`src/hw/rtl/pwa_pkg.sv`:
```
`timescale 1ns / 1ps
// pwa_pkg: sizes, payload structs and sequencer states for point_window_average.
// No dependencies; imported by hw/rtl/point_window_average.sv.

package pwa_pkg;

    localparam int MAX_WINDOW  = 16;
    localparam int COORD_BITS  = 12;
    localparam int IDX_W       = $clog2(MAX_WINDOW);
    localparam int CNT_W       = $clog2(MAX_WINDOW + 1);
    localparam int SUM_W       = COORD_BITS + IDX_W;
    localparam int STEP_W      = $clog2(COORD_BITS);
    localparam int WIN_W       = 5;
    localparam int COUNT_OUT_W = 5;

    localparam logic [WIN_W-1:0] WINDOW_LEN_RESET = WIN_W'(10);

    localparam logic REQ_POINT = 1'b0;
    localparam logic REQ_EMPTY = 1'b1;

    typedef struct packed {
        logic                  req_type;
        logic [COORD_BITS-1:0] point_x;
        logic [COORD_BITS-1:0] point_y;
    } pwa_in_t;

    typedef struct packed {
        logic [COORD_BITS-1:0]  avg_x;
        logic [COORD_BITS-1:0]  avg_y;
        logic [COUNT_OUT_W-1:0] point_count;
        logic                   avg_valid;
    } pwa_out_t;

    typedef struct packed {
        logic [COORD_BITS-1:0] x;
        logic [COORD_BITS-1:0] y;
    } pwa_ring_t;

    typedef enum logic [2:0] {
        ST_IDLE,
        ST_READ,
        ST_DROP,
        ST_APPEND,
        ST_SETUP,
        ST_DIV,
        ST_OUT
    } pwa_state_t;

endpackage

```
`src/hw/rtl/point_window_average.sv`:
```
`timescale 1ns / 1ps
// point_window_average: moving average of the latest detected points, serial divider.
// Depends on hw/rtl/pwa_pkg.sv.
//
// Sequence: ST_READ, ST_DROP, ST_APPEND (points), ST_SETUP, ST_DIV (nonempty window),
// ST_OUT (waits while the output is full); the divide runs one quotient bit per cycle,
// x then y, on one shared subtractor. s_ready is high only while idle.
// Reset (aresetn low, synchronous): window empty, sums zero, window_len back to 10,
// output register empty. Ring contents are not cleared; only written entries are read.

module point_window_average
    import pwa_pkg::*;
(
    input  logic             aclk,
    input  logic             aresetn,

    input  logic             s_valid,
    output logic             s_ready,
    input  pwa_in_t          s_data,

    output logic             m_valid,
    input  logic             m_ready,
    output pwa_out_t         m_data,

    input  logic             cfg_wr_en,
    input  logic [WIN_W-1:0] cfg_wr_data
);

    // Common width for comparing the window register against the ring depth.
    localparam int CMP_W = (CNT_W > WIN_W) ? CNT_W : WIN_W;

    // ---------------------------------------------------------------------
    // State
    // ---------------------------------------------------------------------
    pwa_state_t            state_reg, state_next;
    logic [WIN_W-1:0]      window_len_reg;
    logic [CNT_W-1:0]      held_reg, held_next;
    logic [IDX_W-1:0]      oldest_reg, oldest_next;
    logic [SUM_W-1:0]      sum_x_reg, sum_x_next;
    logic [SUM_W-1:0]      sum_y_reg, sum_y_next;

    // Latched input transaction
    pwa_in_t               req_reg;

    // Ring memory, registered read at the oldest slot
    pwa_ring_t             ring_mem [MAX_WINDOW];
    pwa_ring_t             rd_reg;
    logic [IDX_W-1:0]      wr_slot;
    logic                  wr_en;

    // Serial divider: remainder and dividend/quotient shift register
    logic [IDX_W-1:0]      rem_reg, rem_next;
    logic [COORD_BITS-1:0] dq_reg, dq_next;
    logic [STEP_W-1:0]     step_reg, step_next;
    logic                  div_sel_reg, div_sel_next;   // 0: x pass, 1: y pass
    logic [COORD_BITS-1:0] avg_x_reg, avg_x_next;
    logic [COORD_BITS-1:0] avg_y_reg, avg_y_next;

    // Output register
    logic                  m_valid_reg, m_valid_next;
    pwa_out_t              m_data_reg, m_data_next;
    logic                  m_load;

    // Datapath helpers
    logic [CNT_W-1:0]      eff_win;
    logic [CMP_W-1:0]      win_ext;
    logic                  drop_en;
    logic [IDX_W:0]        trial;
    logic [IDX_W:0]        cnt_ext;
    logic                  trial_ge;
    logic [IDX_W:0]        trial_diff;
    logic [COORD_BITS-1:0] dq_shift;

    function automatic logic [IDX_W-1:0] wrap_idx(input logic [IDX_W:0] v);
        if (v >= (IDX_W+1)'(MAX_WINDOW)) begin
            return IDX_W'(v - (IDX_W+1)'(MAX_WINDOW));
        end else begin
            return IDX_W'(v);
        end
    endfunction

    // ---------------------------------------------------------------------
    // Effective window: zero acts as one, large values clamp to ring depth
    // ---------------------------------------------------------------------
    always_comb begin
        win_ext = CMP_W'(window_len_reg);
        if (window_len_reg == '0) begin
            eff_win = CNT_W'(1);
        end else if (win_ext > CMP_W'(MAX_WINDOW)) begin
            eff_win = CNT_W'(MAX_WINDOW);
        end else begin
            eff_win = CNT_W'(win_ext);
        end
    end

    // New point drops the oldest when the window is full; empty frame drops if any held.
    assign drop_en = (req_reg.req_type == REQ_POINT) ? (held_reg >= eff_win)
                                                     : (held_reg != '0);

    // One restoring-division step; the quotient fits COORD_BITS, so the top
    // IDX_W dividend bits seed the remainder directly.
    assign trial      = {rem_reg, dq_reg[COORD_BITS-1]};
    assign cnt_ext    = (IDX_W+1)'(held_reg);
    assign trial_ge   = (trial >= cnt_ext);
    assign trial_diff = trial - cnt_ext;
    assign dq_shift   = {dq_reg[COORD_BITS-2:0], trial_ge};

    assign wr_slot = wrap_idx((IDX_W+1)'(oldest_reg) + (IDX_W+1)'(held_reg));
    assign wr_en   = (state_reg == ST_APPEND);
    assign m_load  = (state_reg == ST_OUT) && (!m_valid_reg || m_ready);

    // ---------------------------------------------------------------------
    // Sequencer
    // ---------------------------------------------------------------------
    always_comb begin
        state_next   = state_reg;
        held_next    = held_reg;
        oldest_next  = oldest_reg;
        sum_x_next   = sum_x_reg;
        sum_y_next   = sum_y_reg;
        rem_next     = rem_reg;
        dq_next      = dq_reg;
        step_next    = step_reg;
        div_sel_next = div_sel_reg;
        avg_x_next   = avg_x_reg;
        avg_y_next   = avg_y_reg;
        m_valid_next = m_valid_reg && !m_ready;
        m_data_next  = m_data_reg;

        case (state_reg)
            ST_IDLE: begin
                if (s_valid) begin
                    state_next = ST_READ;
                end
            end

            ST_READ: begin
                state_next = ST_DROP;
            end

            ST_DROP: begin
                if (drop_en) begin
                    sum_x_next  = sum_x_reg - SUM_W'(rd_reg.x);
                    sum_y_next  = sum_y_reg - SUM_W'(rd_reg.y);
                    oldest_next = wrap_idx((IDX_W+1)'(oldest_reg) + (IDX_W+1)'(1));
                    held_next   = held_reg - CNT_W'(1);
                end
                state_next = (req_reg.req_type == REQ_POINT) ? ST_APPEND : ST_SETUP;
            end

            ST_APPEND: begin
                sum_x_next = sum_x_reg + SUM_W'(req_reg.point_x);
                sum_y_next = sum_y_reg + SUM_W'(req_reg.point_y);
                held_next  = held_reg + CNT_W'(1);
                state_next = ST_SETUP;
            end

            ST_SETUP: begin
                if (held_reg == '0) begin
                    avg_x_next = '0;
                    avg_y_next = '0;
                    state_next = ST_OUT;
                end else begin
                    rem_next     = sum_x_reg[SUM_W-1:COORD_BITS];
                    dq_next      = sum_x_reg[COORD_BITS-1:0];
                    step_next    = '0;
                    div_sel_next = 1'b0;
                    state_next   = ST_DIV;
                end
            end

            ST_DIV: begin
                rem_next  = trial_ge ? IDX_W'(trial_diff) : IDX_W'(trial);
                dq_next   = dq_shift;
                step_next = step_reg + STEP_W'(1);
                if (step_reg == STEP_W'(COORD_BITS - 1)) begin
                    if (!div_sel_reg) begin
                        avg_x_next   = dq_shift;
                        rem_next     = sum_y_reg[SUM_W-1:COORD_BITS];
                        dq_next      = sum_y_reg[COORD_BITS-1:0];
                        step_next    = '0;
                        div_sel_next = 1'b1;
                    end else begin
                        avg_y_next = dq_shift;
                        state_next = ST_OUT;
                    end
                end
            end

            ST_OUT: begin
                if (m_load) begin
                    m_valid_next            = 1'b1;
                    m_data_next.avg_x       = avg_x_reg;
                    m_data_next.avg_y       = avg_y_reg;
                    m_data_next.point_count = COUNT_OUT_W'(held_reg);
                    m_data_next.avg_valid   = (held_reg != '0);
                    state_next              = ST_IDLE;
                end
            end

            default: begin
                state_next = ST_IDLE;
            end
        endcase
    end

    // ---------------------------------------------------------------------
    // Control registers
    // ---------------------------------------------------------------------
    always_ff @(posedge aclk) begin
        if (!aresetn) begin
            state_reg      <= ST_IDLE;
            window_len_reg <= WINDOW_LEN_RESET;
            held_reg       <= '0;
            oldest_reg     <= '0;
            sum_x_reg      <= '0;
            sum_y_reg      <= '0;
            m_valid_reg    <= 1'b0;
        end else begin
            state_reg   <= state_next;
            held_reg    <= held_next;
            oldest_reg  <= oldest_next;
            sum_x_reg   <= sum_x_next;
            sum_y_reg   <= sum_y_next;
            m_valid_reg <= m_valid_next;
            if (cfg_wr_en) begin
                window_len_reg <= cfg_wr_data;
            end
        end
    end

    // ---------------------------------------------------------------------
    // Payload registers and divider (no reset)
    // ---------------------------------------------------------------------
    always_ff @(posedge aclk) begin
        if (s_valid && s_ready) begin
            req_reg <= s_data;
        end
        rem_reg     <= rem_next;
        dq_reg      <= dq_next;
        step_reg    <= step_next;
        div_sel_reg <= div_sel_next;
        avg_x_reg   <= avg_x_next;
        avg_y_reg   <= avg_y_next;
        m_data_reg  <= m_data_next;
    end

    // ---------------------------------------------------------------------
    // Ring memory
    // ---------------------------------------------------------------------
    always_ff @(posedge aclk) begin
        if (wr_en) begin
            ring_mem[wr_slot] <= '{x: req_reg.point_x, y: req_reg.point_y};
        end
        rd_reg <= ring_mem[oldest_reg];
    end

    assign s_ready = (state_reg == ST_IDLE);
    assign m_valid = m_valid_reg;
    assign m_data  = m_data_reg;

endmodule
```
`config.mk`:
```
export PLATFORM = sky130hd
export DESIGN_NAME = point_window_average
export DESIGN_NICKNAME = d
export VERILOG_FILES = /design/src/hw/rtl/pwa_pkg.sv /design/src/hw/rtl/point_window_average.sv
export SDC_FILE = /design/constraint.sdc
export NUM_CORES = 1
export LEC_CHECK = 0
export BUFFER_PORTS_ARGS = -buffer_cell sky130_fd_sc_hd__buf_2
export CELL_PAD_IN_SITES_DETAIL_PLACEMENT = 1
export CELL_PAD_IN_SITES_GLOBAL_PLACEMENT = 1
export CORE_ASPECT_RATIO = 0.7
export CORE_MARGIN = 4
export CORE_UTILIZATION = 40
export DETAILED_ROUTE_END_ITERATION = 6
export HOLD_SLACK_MARGIN = 0.03
export PLACE_DENSITY_LB_ADDON = 0.1
export SLEW_MARGIN = 20
export SYNTH_ARGS = -nofsm -noshare
export SYNTH_HDL_FRONTEND = slang
export SYNTH_SLANG_ARGS = --single-unit
```
`constraint.sdc`:
```
create_clock -name aclk -period 3.9 [get_ports aclk]
set_clock_uncertainty 0.15 [all_clocks]
set_input_delay 0.78 -clock aclk [delete_from_list [all_inputs] [get_ports aclk]]
set_output_delay 0.78 -clock aclk [all_outputs]
set_load 0.005 [all_outputs]
```
==> results of run 1 <==
-- Yosys cell counts (2+ instances only) --
cell / n / area share, %
o21a_1: 11 / 0.36
o211ai_1: 4 / 0.13
nand2_1: 90 / 1.5
nand2b_1: 5 / 0.14
xnor2_1: 27 / 1.0
a22oi_1: 2 / 0.065
mux4_2: 120 / 12
fa_1: 5 / 0.43
o21ai_0: 37 / 0.80
o32ai_1: 2 / 0.076
o31a_1: 2 / 0.076
o21bai_1: 4 / 0.13
and2_1: 4 / 0.11
or3_1: 5 / 0.14
a21oi_1: 69 / 1.5
ha_1: 54 / 2.9
nor3_1: 17 / 0.37
buf_1: 7 / 0.11
a21o_1: 14 / 0.46
nand3b_1: 2 / 0.065
mux2i_1: 18 / 0.78
a211o_1: 3 / 0.11
xor2_1: 26 / 0.99
buf_2: 17 / 0.37
nor2b_1: 10 / 0.27
nand3_1: 11 / 0.24
nor4_1: 6 / 0.16
and3_1: 14 / 0.38
a31oi_1: 17 / 0.46
buf_4: 2 / 0.065
o22ai_1: 6 / 0.16
edfxtp_1: 484 / 63
nor4b_1: 2 / 0.076
clkbuf_1: 33 / 0.54
dfxtp_1: 74 / 6.4
nor2_1: 117 / 1.9
inv_1: 31 / 0.50
a211oi_1: 18 / 0.59
-- cells by family after synthesis --
logic type / count (synthesis) / synth area share (%)
flops: 558 / 69.5
simple gates: 294 / 5.73
compound gates: 198 / 5.30
mux: 138 / 12.5
buf+inv: 92 / 1.62
fa+ha+maj: 59 / 3.36
xor+xnor: 53 / 2.01
-- per-layer routing --
layer	vias up	part of all wire, %
li1	5653	-
met1	6557	48
met2	277	46
met3	52	4.7
met4	0	1.2
met5	-	0
-- cell usage in the layout, fill, tap and decap left out, types with 18 or more instances in the layout --
cell	instances
buf_2	66
a21oi_1	69
mux2i_1	18
ha_1	54
dfxtp_1	71
edfxtp_1	484
clkbuf_16	55
nor2_1	100
buf_4	39
nand2_1	90
o21ai_0	36
xnor2_1	27
xor2_1	26
inv_1	31
mux4_2	120
-- path summary, 6_finish.rpt --
check | end | start | cells after the start
setup / recovery | sum_y_reg[15]$_SDFFE_PN0P_ | rd_reg[0]$_DFF_P_ | 13
hold / removal | req_reg[12]$_DFFE_PP_ | s_data[12] | 1
setup reg to reg | sum_y_reg[15]$_SDFFE_PN0P_ | rd_reg[0]$_DFF_P_ | 13
hold reg to reg | m_data[21]$_DFFE_PP_ | avg_x_reg[3]$_DFFE_PP_ | 0
-- final cells by class --
type	count	area, um2	area share (%)
diodes	1	2.50	0.00944
clock inverters	33	339	1.28
flip-flops and latches	558	16000	60.4
inverters	33	126	0.477
repair buffers	113	783	2.95
well taps	750	938	3.54
clock buffers	68	1490	5.60
multi-input cells	742	6820	25.7
-- report_power, final --
part / switching [mW] / total, mW / internal (mW)
Sequential: 0.325 / 7.18 / 6.86
Clock: 2.29 / 5.34 / 3.05
Combinational: 0.886 / 1.49 / 0.607
Total: 3.50 / 14.0 / 10.5
-- stage by stage --
stage | hold slack, ns | utilization (%)
after global routing | 0.157 | 46.6
after floorplan | 0.250 | -
after CTS | 0.153 | 46.6
after global placement | 0.255 | 43.3
final | 0.193 | 46.6
after detailed placement | 0.257 | 43.3
-- repair_timing --
item	4_1_cts	5_1_grt
hold buffers	0	0
setup endpoints to repair	0	4
gates resized for setup	0	8
-- worst max-delay path, stage by stage, from the launching register on --
cell and delay, ns:
dfxtp_1 0.34, inv_1 0.08, ha_1 0.18, or3b_2 0.51
o31a_1 0.26, o31ai_1 0.34, ha_1 0.24, nand2_1 0.06
o21ai_0 0.30, nand2_1 0.18, nor4_2 0.35, o21ai_0 0.18
a31o_1 0.26, a21oi_2 0.11
==> flow_summary.yaml, run 1 <==
power:
  power_mw: 14.0
  ir_drop_mv: 0.345
  powerDensity_nw_per_um2: 528
  p_leak_nw: 8.82
layout:
  stdcell_count: 2298
  largest_register_ffs: 384
  fin_area_um2: 26500
  drive_above_1_share_pct: 22.8
  area_growth_pct: 15.0
  fillCellCount: 5466
  finish.net_count: 1596
floorplanning:
  die_w_um: 295
  die_h_um: 209
  initial_utilization_pct: 40.5
  pin_count: 67
  core_um2: 56900
  rows: 73
  dieArea_um2: 61600
timing:
  fin_crit_sh_pct: 92.7
  tightest_slew_ns: 0.849
  slew_headroom_pct: 43.4
  worst_slack_ns: 0.283
  finalMaxSlewViolations: 0
  rsz0062_at_grt: "false"
  finalSetupTns_ns: 0
  finalSetupViolCount: 0
  fmax_ghz: 0.277
  finalHoldViolCount: 0
  layout_min_cycle_time_ns: 3.62
job:
  max-cap-violations: 0
detailed_routing:
  routed_wl_um: 57500
  drtIter0Drc: 975
  drc_errors: 0
  wire_per_inst_um: 25.0
  via_count: 12539
  antenna_left: 0
  first_pass_iters: 6
  via_per_inst: 5.46
synth:
  ys_ff_latch: 558
  yosys_warnings: 0
  synth_flop_cell: "edfxtp_1"
  synth.net_count: 1486
  synth_cell_types: 60
  netlist_area_um2: 23100
  ys_async_sr_fraction_pct: 0
  synth_edf_count: 484
  syn_avg_cell_area_um2: 16.6
  seq_area_frac_synth_pct: 69.5
  syn_inst: 1392
grt:
  use_met3_pct: 2.51
  busiest_layer: "met2"
  first_global_vias: 13099
  antenna_found_initial: 0
  use_met1_pct: 29.1
  overflow: 0
  grt_use_total_pct: 18.9
  grt_max_degree: 100
  grt_pass1_wl_um: 86500
  met2_usage_pct: 29.2
clock_network:
  cts_buffer_depth: 3
  post_cts_buffers: 0
  clk_latency_ns: 0.61
  root_buffer: "clkbuf_16"
  cts_max_level: 2
  clock_sinks: 558
  clkTransAtPathRegs_ns: 0.07
  numCtsBuffers: 54
  tritoncts: "done"
setup_path:
  critPathRequiredTime_ns: 4.28
  worstSetupStartpointType: "register"
  critPathCaptureType: "register"
  critPathKind: "reg2reg"
  rrSetupSlack_ns: 0.28
  crit_arrival_ns: 3.99
  critPathMaxFanout: 3
placement:
  place_area_um2: 24700
  io_buffers: 66
  post-dp-hpwl_um: 34800
  gp_congestion: 0.779
  placed_cells: 2196
  dp_slack_ns: 0.282
run_status:
  status: "completed"
hold_path:
  hold_path_class: "in2reg"
No activity file was read; power rests on OpenSTA's default activity.
==> run 2, diff against run 1 <==
--- a/config.mk
+++ b/config.mk
@@ -11,6 +11,7 @@
 export CORE_ASPECT_RATIO = 0.7
 export CORE_MARGIN = 4
 export CORE_UTILIZATION = 40
+export CTS_BUF_LIST = sky130_fd_sc_hd__clkbuf_8
 export DETAILED_ROUTE_END_ITERATION = 6
 export HOLD_SLACK_MARGIN = 0.03
 export PLACE_DENSITY_LB_ADDON = 0.1
==> run 2 against run 1 <==
- sequential share of layout area rose by 0.39 points
- critical path depth did not move
- routed wire length up 1.3%
- worst hold slack worse by 0.073 ns
- die area is the same
- clock power down 12%
- count of clock-buffer cells in the layout up 23
- sequential power barely moved
- global-route usage rose by 0.30 points
- via count grew 2.2%
==> flow_summary.yaml, run 2 (synthesis gave the netlist of run 1 again) <==
detailed_routing:
  wire_per_inst_um: 24.7
  via_count: 12814
  route.met2.wl_um: 26100
  routed_wl_um: 58300
  drc_errors: 0
  wl_met3_um: 2490
  highest_layer: "met4"
  via_per_inst: 5.42
  first_pass_iters: 5
  antenna_left: 0
  drt-met1-wl_um: 28600
  drtIter0Drc: 944
floorplanning:
  dieArea_um2: 61600
  pin_count: 67
  core_um2: 56900
  die_w_um: 295
  initial_utilization_pct: 40.5
  die_h_um: 209
  rows: 73
layout:
  regArea_um2: 16000
  antenna_cells: 0
  final_cell_mix: "484 x edfxtp_1, 120 x mux4_2, 100 x nor2_1"
  multi_input_area_um2: 6820
  drive_above_1_share_pct: 23.8
  area_growth_pct: 14.3
  finish.net_count: 1631
  largest_register_ffs: 384
  final_common_cell: "edfxtp_1"
  fillCellCount: 5540
clock_network:
  post_cts_buffers: 0
  tritoncts: "done"
  cts_max_level: 3
  clock_sinks: 558
  clk_latency_ns: 0.68
  root_buffer: "clkbuf_8"
  postCtsHoldBufs: 0
  clkTransAtPathRegs_ns: 0.06
  post_cts_resized: 0
  cts_buffer_depth: 3
  numCtsBuffers: 89
setup_path:
  critPathCaptureType: "register"
  slowest_delay_ns: 0.51
  critPathKind: "reg2reg"
  slowest_stage: "or3b_2"
  critPathMaxFanout: 3
  cpLargestDelayFamily: "compound AO/OA/AOI/OAI gates"
  crit_arrival_ns: 4.07
  path_cells: "inv_1 -> ha_1 -> or3b_2 -> o31a_1 -> o31ai_1 -> ha_1 -> nand2_1 -> o21ai_0 -> nand2_1 -> nor4_2 -> o21ai_0 -> a31o_1 -> a21oi_2"
  worstSetupStartpointType: "register"
  critPathBufInv: 1
  critPathRequiredTime_ns: 4.34
grt:
  grt_max_degree: 100
  first_global_vias: 13483
  grt_pass1_wl_um: 87400
  overflow: 0
  grt_use_total_pct: 19.2
  antenna_found_initial: 0
power:
  ir_drop_mv: 0.308
  power_mw: 13.4
  powerDensity_nw_per_um2: 508
  p_leak_nw: 8.85
timing:
  fin_crit_sh_pct: 92.9
  fmax_ghz: 0.276
  slew_headroom_pct: 44.0
  finalSetupTns_ns: 0
  finalHoldViolCount: 0
  finalMaxSlewViolations: 0
  finalSetupViolCount: 0
  tightest_slew_ns: 0.841
  rsz0062_at_grt: "false"
  holdWs_ns: 0.121
  layout_min_cycle_time_ns: 3.62
placement:
  post-dp-hpwl_um: 34800
  gp_congestion: 0.779
  io_buffers: 66
run_status:
  status: "completed"
job:
  max-cap-violations: 0
hold_path:
  hold_path_class: "in2reg"
==> run 2: changes by cell type in the layout (fill, tap and decap cells not counted), moves of 4 or more <==
cell       before  now
clkinv_1       12   33
clkbuf_8        6   91
clkinv_2        8   12
inv_1          31   52
bufinv_16       5    1
clkbuf_16      55    0
clkbuf_1        7    0
==> run 2: worst register-to-register path, cell delays in order (launching register included) <==
cell     delay [ns]
dfxtp_1        0.34
inv_1          0.08
ha_1           0.18
or3b_2         0.51
o31a_1         0.26
o31ai_1        0.34
ha_1           0.24
nand2_1        0.06
o21ai_0        0.30
nand2_1        0.18
nor4_2         0.35
o21ai_0        0.18
a31o_1         0.26
a21oi_2        0.11
==> run 2: worst paths after layout <==
kind | startpoint | end | slack (ns) | depth (start not counted)
setup / recovery | rd_reg[0]$_DFF_P_ | sum_y_reg[15]$_SDFFE_PN0P_ | 0.28 | 13
hold reg to reg | avg_x_reg[6]$_DFFE_PP_ | m_data[24]$_DFFE_PP_ | 0.25 | 0
setup reg to reg | rd_reg[0]$_DFF_P_ | sum_y_reg[15]$_SDFFE_PN0P_ | 0.28 | 13
hold / removal | s_data[16] | req_reg[16]$_DFFE_PP_ | 0.12 | 1
==> run 2: stage by stage <==
stage / setup slack (ns) / cell area (um2) / cells / utilization (%)
2_1_floorplan: 0.393 / 23100 / 1392 / -
3_3_place_gp: 0.319 / 24700 / 2196 / 43.3
3_5_place_dp: 0.282 / 24700 / 2196 / 43.3
4_1_cts: 0.213 / 26300 / 2363 / 46.3
5_1_grt: 0.0166 / 26400 / 2363 / 46.3
6_report: 0.278 / 26400 / 2363 / 46.3
==> run 2: power by group <==
group / internal, mW / switching (mW)
clock: 2.29 / 2.43
combinational: 0.608 / 0.881
sequential: 6.86 / 0.328
total: 9.76 / 3.63
==> run 2: routing by layer <==
layer  global-route usage [%]  vias to the layer above
li1                         -                     5745
met1                     28.9                     6711
met2                     29.0                      282
met3                     3.44                       76
met4                     4.78                        0
met5                        0                        -
==> run 2: final cells by class <==
class                   instances  share of cell area, %
inverters                      33                  0.480
well taps                     750                   3.56
flip-flops and latches        558                   60.8
clock inverters                76                   1.53
repair buffers                113                   2.97
clock buffers                  91                   4.75
multi-input cells             742                   25.9
==> run 3, diff against run 2 <==
==> constraint.sdc (replaced) <==
create_clock -name aclk -period 3.9 [get_ports aclk]
set_clock_uncertainty 0.15 [all_clocks]
set_input_delay 0.195 -clock aclk [delete_from_list [all_inputs] [get_ports aclk]]
set_output_delay 0.195 -clock aclk [all_outputs]
set_load 0.005 [all_outputs]
==> run 3 against run 2 <==
- count of clock-buffer cells in the layout grew 1
- routed wire length is 0.28% lower
- core utilization increased by 0.78 points
- combinational power increased by 3%
- critical path type unchanged
==> flow_summary.yaml, run 3 (synthesis gave the netlist of run 1 again) <==
power:
  powerDensity_nw_per_um2: 494
  ir_drop_mv: 0.265
  p_int_mw: 9.76
  comb_power_share_pct: 11.6
  p_seq_share_pct: 54.3
  swShare_pct: 26.3
  power_mw: 13.2
  p_leak_nw: 9.09
  pwr-share-clk_pct: 34.2
  p_sw_mw: 3.48
detailed_routing:
  routed_wl_um: 58100
  first_pass_iters: 5
  drtIter0Drc: 936
  drc_errors: 0
  via_count: 12913
  via_per_inst: 5.36
  antenna_left: 0
  wire_per_inst_um: 24.1
timing:
  fmax_ghz: 0.277
  tightest_slew_ns: 0.929
  finalSetupViolCount: 0
  layout_min_cycle_time_ns: 3.61
  finalHoldViolCount: 0
  finalMaxSlewViolations: 0
  fin_crit_sh_pct: 92.5
  slew_headroom_pct: 38.1
  finalSetupTns_ns: 0
grt:
  first_global_vias: 13670
  overflow: 0
  grt_pass1_wl_um: 87700
  grt_max_degree: 100
  grt_use_total_pct: 19.2
  antenna_found_initial: 0
layout:
  area_growth_pct: 16.2
  largest_register_ffs: 384
  antenna_cells: 0
  final_cell_mix: "484 x edfxtp_1, 120 x mux4_2, 100 x nor2_1"
  final_common_cell: "edfxtp_1"
  drive_above_1_share_pct: 22.5
  finish.net_count: 1683
setup_path:
  critPathCaptureType: "register"
  slowest_stage: "or3b_2"
  critPathRequiredTime_ns: 4.33
  critPathMaxFanout: 5
  rrSetupSlack_ns: 0.29
  worstSetupStartpointType: "register"
  slowest_delay_ns: 0.50
  critPathBufInv: 2
  critPathKind: "reg2reg"
  cpLargestDelayFamily: "simple AND/OR/NAND/NOR gates"
  crit_arrival_ns: 4.04
  path_cells: "inv_1 -> ha_1 -> or3b_2 -> nor4_1 -> buf_4 -> o31ai_1 -> ha_1 -> nand2_1 -> o21ai_0 -> nand2_1 -> nor4_1 -> o21ai_0 -> a31o_1 -> a21oi_2"
placement:
  io_buffers: 66
  post-dp-hpwl_um: 34900
  gp_congestion: 0.784
floorplanning:
  rows: 73
  dieArea_um2: 61600
  die_h_um: 209
  initial_utilization_pct: 40.5
  die_w_um: 295
  pin_count: 67
  core_um2: 56900
hold_path:
  hold_path_class: "in2reg"
clock_network:
  root_buffer: "clkbuf_8"
  cts_buffer_depth: 3
  clkTransAtPathRegs_ns: 0.06
  tritoncts: "done"
  cts_max_level: 3
  clk_latency_ns: 0.67
  post_cts_buffers: 0
  numCtsBuffers: 85
  clock_sinks: 558
run_status:
  status: "completed"
job:
  max-cap-violations: 0
-- run 3: cell types whose count changed in the layout (fill, tap and decap cells not counted), sizes merged --
cell and change:
clkinv -19, buf +1, clkbuf +1, inv +9
dlygate4sd3 +55, clkinvlp -1
-- run 3: area by class of cell --
type / instances / area, um2
Multi-Input combinational cell: 742 / 6810
Timing Repair Buffer: 169 / 1330
Inverter: 33 / 126
Fill cell: 5461 / 30100
Sequential cell: 558 / 16000
Clock inverter: 65 / 305
Tap cell: 750 / 938
Clock buffer: 92 / 1270
-- run 3: worst paths after layout --
kind,from,endpoint,depth (start not counted)
worst max-delay path,rd_reg[0]$_DFF_P_,sum_y_reg[15]$_SDFFE_PN0P_,14
worst min-delay path,s_data[6],req_reg[6]$_DFFE_PP_,2
worst max register to register,rd_reg[0]$_DFF_P_,sum_y_reg[15]$_SDFFE_PN0P_,14
worst min register to register,avg_y_reg[6]$_DFFE_PP_,m_data[12]$_DFFE_PP_,0
-- run 3: routing by layer --
metal / up-vias / GRT usage, % / wire (um)
li1: 5853 / - / -
met1: 6770 / 28.8 / 28600
met2: 220 / 29.3 / 26300
met3: 70 / 3.97 / 2360
met4: 0 / 4.09 / 831
met5: - / 0 / 0
-- run 3: stage by stage --
stage,utilization [%],hold WS (ns),setup WS [ns],cells,area [um2]
detailed placement,43.3,0.224,0.247,2197,24700
floorplan,-,0.144,0.393,1392,23100
global placement,43.3,0.224,0.345,2197,24700
global route,47.1,0.0421,-0.00616,2409,26800
finish,47.1,0.0870,0.294,2409,26800
CTS,47.1,0.0330,0.242,2409,26800
-- run 3: power groups by stage --
stage	registers, mW	logic [mW]	clock network (mW)
2_1_floorplan	7.16	1.04	0
3_3_place_gp	7.30	1.47	0
3_5_place_dp	7.31	1.49	0
4_1_cts	7.19	1.55	4.67
5_1_grt	7.22	1.72	4.97
6_report	7.18	1.53	4.52
-- run 3: what timing repair did --
item / CTS / global route
hold buffers: 55 / 0
endpoints found under the setup margin: 0 / 4
hold endpoints to repair: 55 / 0
resized for setup: 0 / 5
